<file path="src/rtl/core/sbda_pkg.sv">
// Shared types and constants for the signed binary to decimal ASCII converter.
`timescale 1ns / 1ps
package sbda_pkg;

  localparam int ValueWidth = 32;
  localparam int CharWidth  = 6;
  localparam int DigitWidth = 4;
  localparam int MaxDigits  = 10;
  localparam int IdxWidth   = $clog2(MaxDigits);

  localparam logic [CharWidth-1:0] CharMinus = 6'd45;
  localparam logic [CharWidth-1:0] CharZero  = 6'd48;

  // floor(x / 10) == (x * RecipTen) >> RecipShift for every 32-bit x
  localparam logic [ValueWidth-1:0] RecipTen   = 32'hCCCC_CCCD;
  localparam int                    RecipShift = 35;

  typedef enum logic [1:0] {
    S_IDLE,
    S_CONV,
    S_SIGN,
    S_DIGIT
  } state_t;

  typedef struct packed {
    logic load;
    logic conv;
    logic emit_sign;
    logic emit_digit;
  } dp_cmd_t;

  typedef struct packed {
    logic neg;
    logic q_zero;
    logic idx_zero;
    logic out_free;
  } dp_sts_t;

endpackage

</file>
<file path="src/rtl/core/sbda_ctrl.sv">
// Controller: sequences load, digit extraction and character emission.
`timescale 1ns / 1ps
module sbda_ctrl (
  input  logic              clk,
  input  logic              rst,
  input  logic              in_valid,
  output logic              in_stall,
  input  sbda_pkg::dp_sts_t sts,
  output sbda_pkg::dp_cmd_t cmd
);
  import sbda_pkg::*;

  state_t state;
  state_t state_next;

  always_ff @(posedge clk) begin
    if (rst) begin
      state <= S_IDLE;
    end else begin
      state <= state_next;
    end
  end

  always_comb begin
    state_next = state;
    unique case (state)
      S_IDLE: begin
        if (in_valid) state_next = S_CONV;
      end
      S_CONV: begin
        if (sts.q_zero) state_next = sts.neg ? S_SIGN : S_DIGIT;
      end
      S_SIGN: begin
        if (sts.out_free) state_next = S_DIGIT;
      end
      S_DIGIT: begin
        if (sts.out_free && sts.idx_zero) state_next = S_IDLE;
      end
      default: state_next = S_IDLE;
    endcase
  end

  always_comb begin
    cmd      = '0;
    in_stall = 1'b1;
    unique case (state)
      S_IDLE: begin
        in_stall = rst;
        cmd.load = in_valid && !rst;
      end
      S_CONV:  cmd.conv       = 1'b1;
      S_SIGN:  cmd.emit_sign  = sts.out_free;
      S_DIGIT: cmd.emit_digit = sts.out_free;
      default: cmd = '0;
    endcase
  end

  a_load_to_conv: assert property (@(posedge clk) disable iff (rst)
    cmd.load |=> state == S_CONV)
    else $error("load not followed by conversion");

endmodule

</file>
<file path="config.mk">
export PLATFORM = sky130hd
export DESIGN_NAME = sbda_ctrl
export DESIGN_NICKNAME = d
export VERILOG_FILES = /design/src/rtl/core/sbda_pkg.sv /design/src/rtl/core/sbda_ctrl.sv
export SDC_FILE = /design/constraint.sdc
export NUM_CORES = 1
export LEC_CHECK = 0
export ABC_AREA = 1
export BUFFER_PORTS_ARGS = -buffer_cell sky130_fd_sc_hd__buf_2
export CAP_MARGIN = 10
export CORE_AREA = 2 2 39 41
export CTS_CLUSTER_DIAMETER = 200
export CTS_CLUSTER_SIZE = 25
export DETAILED_ROUTE_END_ITERATION = 7
export DIE_AREA = 0 0 41 43
export SYNTH_ARGS = -nofsm -noshare
export SYNTH_HDL_FRONTEND = slang
export SYNTH_SLANG_ARGS = --single-unit
</file>
<file path="constraint.sdc">
create_clock -name clk -period 1.4 [get_ports clk]
set_clock_uncertainty 0.15 [all_clocks]
set_input_delay 0.14 -clock clk [delete_from_list [all_inputs] [get_ports clk]]
set_output_delay 0.14 -clock clk [all_outputs]
set_load 0.005 [all_outputs]
</file>
==> impl_metrics.tcl <==
set metrics [dict create \
    fmax_ghz 0.7378 \
    syn_area_per_cell_um2 6.128 \
    ir_drop_mv 0.5878 \
    drt-wirelength-per-cell_um 8.438 \
    critPathSlowestCell "dfxtp_4" \
    drc 0 \
    critical_path.cell_chain "buf_4 -> ha_4 -> nand2_1 -> inv_1 -> buf_2" \
    synthTopCellsByArea "ha_1, dfxtp_1, inv_1" \
    core_area_um2 1384 \
    synthArstFlopShare_pct 0 \
    worstPathMaxFanout 5 \
    vias 284 \
    cts_hold_buf 0 \
    synth_warnings 0 \
    largest-register "state" \
    path_class "reg -> out" \
    clk_latency_ps 220 \
    yosysSeqAreaShare_pct 16.75 \
    synth_top_area_cell "ha_1" \
    numCtsBuffers 3 \
    fin_ws_ps 44.63 \
    dp_hpwl_um 417.3 \
    grt-ovfl-total 0 \
    drv_slew 0 \
    syn2layout_area_growth_pct 74.35 \
    hold_violations 0 \
    cts_tree "done" \
    leakagePower_nw 0.2414 \
    io_pins 12 \
    yosys-top-cells-count "inv_1, nand2_1, nor2_1, ha_1, nand2_2" \
    period_share_pct 96.81 \
    portBuffers 11 \
    cts_buffer_depth 2 \
    antenna_found_initial 0 \
    grt_max_degree 7 \
    fp.dieArea_um2 1763 \
    largest_register_ff_count 2 \
    tightestPinTransition_ps 139.0 \
    synthCells 39 \
    start_kind "flop" \
    finalSetupViolations 0 \
    synth.distinct_cells 10 \
    synth_seq_cells 2 \
    p_int_mw 0.4038 \
    htreeDepth 1 \
    yosys.area.top_type_share_pct 20.94 \
    synth-main-ff-cell "dfxtp_1" \
    grt_pass1_vias 260 \
    synthesis.area_um2 239.0 \
    clock-sinks 2 \
    drt_iter0_drc 8 \
    gp_congestion 0.6417 \
    combPwrFrac_pct 64.7 \
    n_antenna_cell 0 \
    rows 14 \
    viasPerCell 3.890 \
    slowest_delay_ps 350 \
    drive_gt1_share_pct 57.89 \
    seq_power_share_pct 17.4 \
    synth_edf_count 0 \
    p_sw_share_pct 41.80 \
    path_clk_slew_ps 30 \
    switching_power_mw 0.2900 \
    required_ps 1110 \
    tns_ps 0 \
    drv_cap 0 \
    dieWidth_um 41 \
    cts_root_buffer "clkbuf_4" \
    antenna_left 0 \
    totalWireLength_um 616 \
    finalCriticalPeriod_ps 1355 \
    p_clk_share_pct 18.0 \
    rsz0062_at_grt "yes" \
    hold_path.class "in -> reg" \
    largestRegisters "state (2)" \
    syn_nets 50 \
    grt_use_total_pct 7.508 \
    slew_headroom_pct 90.74 \
    finalPower_mw 0.6938 \
    floorplan.initialDensity_pct 17.27 \
    grt_pass1_wl_um 876 \
    status "completed" \
    pre_cts_slack_ps -0.2034 \
    final_core_util_pct 30.11 \
    fin_nets 70 \
    end_kind "output port" \
    dieHeight_um 43 \
    powerDensity_nw_per_um2 1665 \
    crit_arrival_ps 1070 \
    dr.pass1.iters 5 \
]
==> worst max-delay path: cells and delay by family (launching register included) <==
kind | cells | cell delay, ps
flip-flops | 1 | 350
buffers and inverters | 3 | 290
adder cells (fa/ha/maj) | 1 | 150
AND/OR/NAND/NOR | 1 | 50
==> cells by family after synthesis <==
group | after synthesis | synth area share [%]
buf+inv | 10 | 15.71
flops | 2 | 16.75
fa+ha+maj | 4 | 20.94
compound gates | 2 | 7.331
simple gates | 21 | 39.27
==> timing repair <==
action | CTS | global route
pin swaps | 1 | 4
setup endpoints to repair | 4 | 4
resized for setup | 5 | 10
setup buffers | 1 | 3
==> layer usage <==
metal | track usage [%] | share of wire [%] | vias up | wire length, µm
met1 | 7.643 | 43 | 125 | 262
met5 | 0 | 0 | - | 0
met2 | 11.25 | 50 | 10 | 309
met4 | 4.000 | 0 | 0 | 0
li1 | - | - | 149 | -
met3 | 4.712 | 7.1 | 0 | 44
==> final timing paths <==
| kind | start | to | slack (ps) | depth (start not counted) |
|---|---|---|---|---|
| max reg2reg | state[0]$_SDFFE_PP0P_ | state[1]$_SDFFE_PP0P_ | 80 | 8 |
| min reg2reg | state[1]$_SDFFE_PP0P_ | state[1]$_SDFFE_PP0P_ | 370 | 2 |
| min | rst | state[1]$_SDFFE_PP0P_ | 40 | 4 |
| max | state[0]$_SDFFE_PP0P_ | cmd[0] | 40 | 5 |
==> power groups by stage <==
stage	Combinational (mW)	Sequential (mW)	Clock, mW
2_1_floorplan	0.233	0.102	0
3_3_place_gp	0.298	0.108	0
3_5_place_dp	0.302	0.110	0
4_1_cts	0.331	0.120	0.134
5_1_grt	0.513	0.125	0.142
6_report	0.449	0.121	0.125
==> stage by stage <==
step / hold slack [ps] / instance area [µm²] / std cells
2_1_floorplan: 157.2 / 239.0 / 39
3_3_place_gp: 267.9 / 314.1 / 66
3_5_place_dp: 267.2 / 314.1 / 66
4_1_cts: 28.64 / 351.6 / 70
5_1_grt: 50.91 / 416.7 / 73
6_report: 42.57 / 416.7 / 73
==> cells in the final DEF, fill, tap and decap left out <==
master	n
ha_4	2
buf_4	4
inv_1	8
dfxtp_2	1
o21bai_2	1
nand4_1	1
nand2_1	8
nand2_2	5
dfxtp_4	1
ha_1	1
inv_2	1
nand2_4	1
ha_2	1
nor2_4	1
clkbuf_4	3
nor2_1	5
o22ai_1	1
buf_2	11
inv_4	1
==> layout make-up <==
| class | count | area (µm²) |
|---|---|---|
| sequential | 2 | 45.04 |
| clock buffer | 3 | 22.52 |
| multi-input combinational | 27 | 203.9 |
| tap | 16 | 20.02 |
| fill | 158 | 967.2 |
| timing repair buffer | 15 | 85.08 |
| inverter | 10 | 40.04 |
No activity file was read; power rests on OpenSTA's default activity.
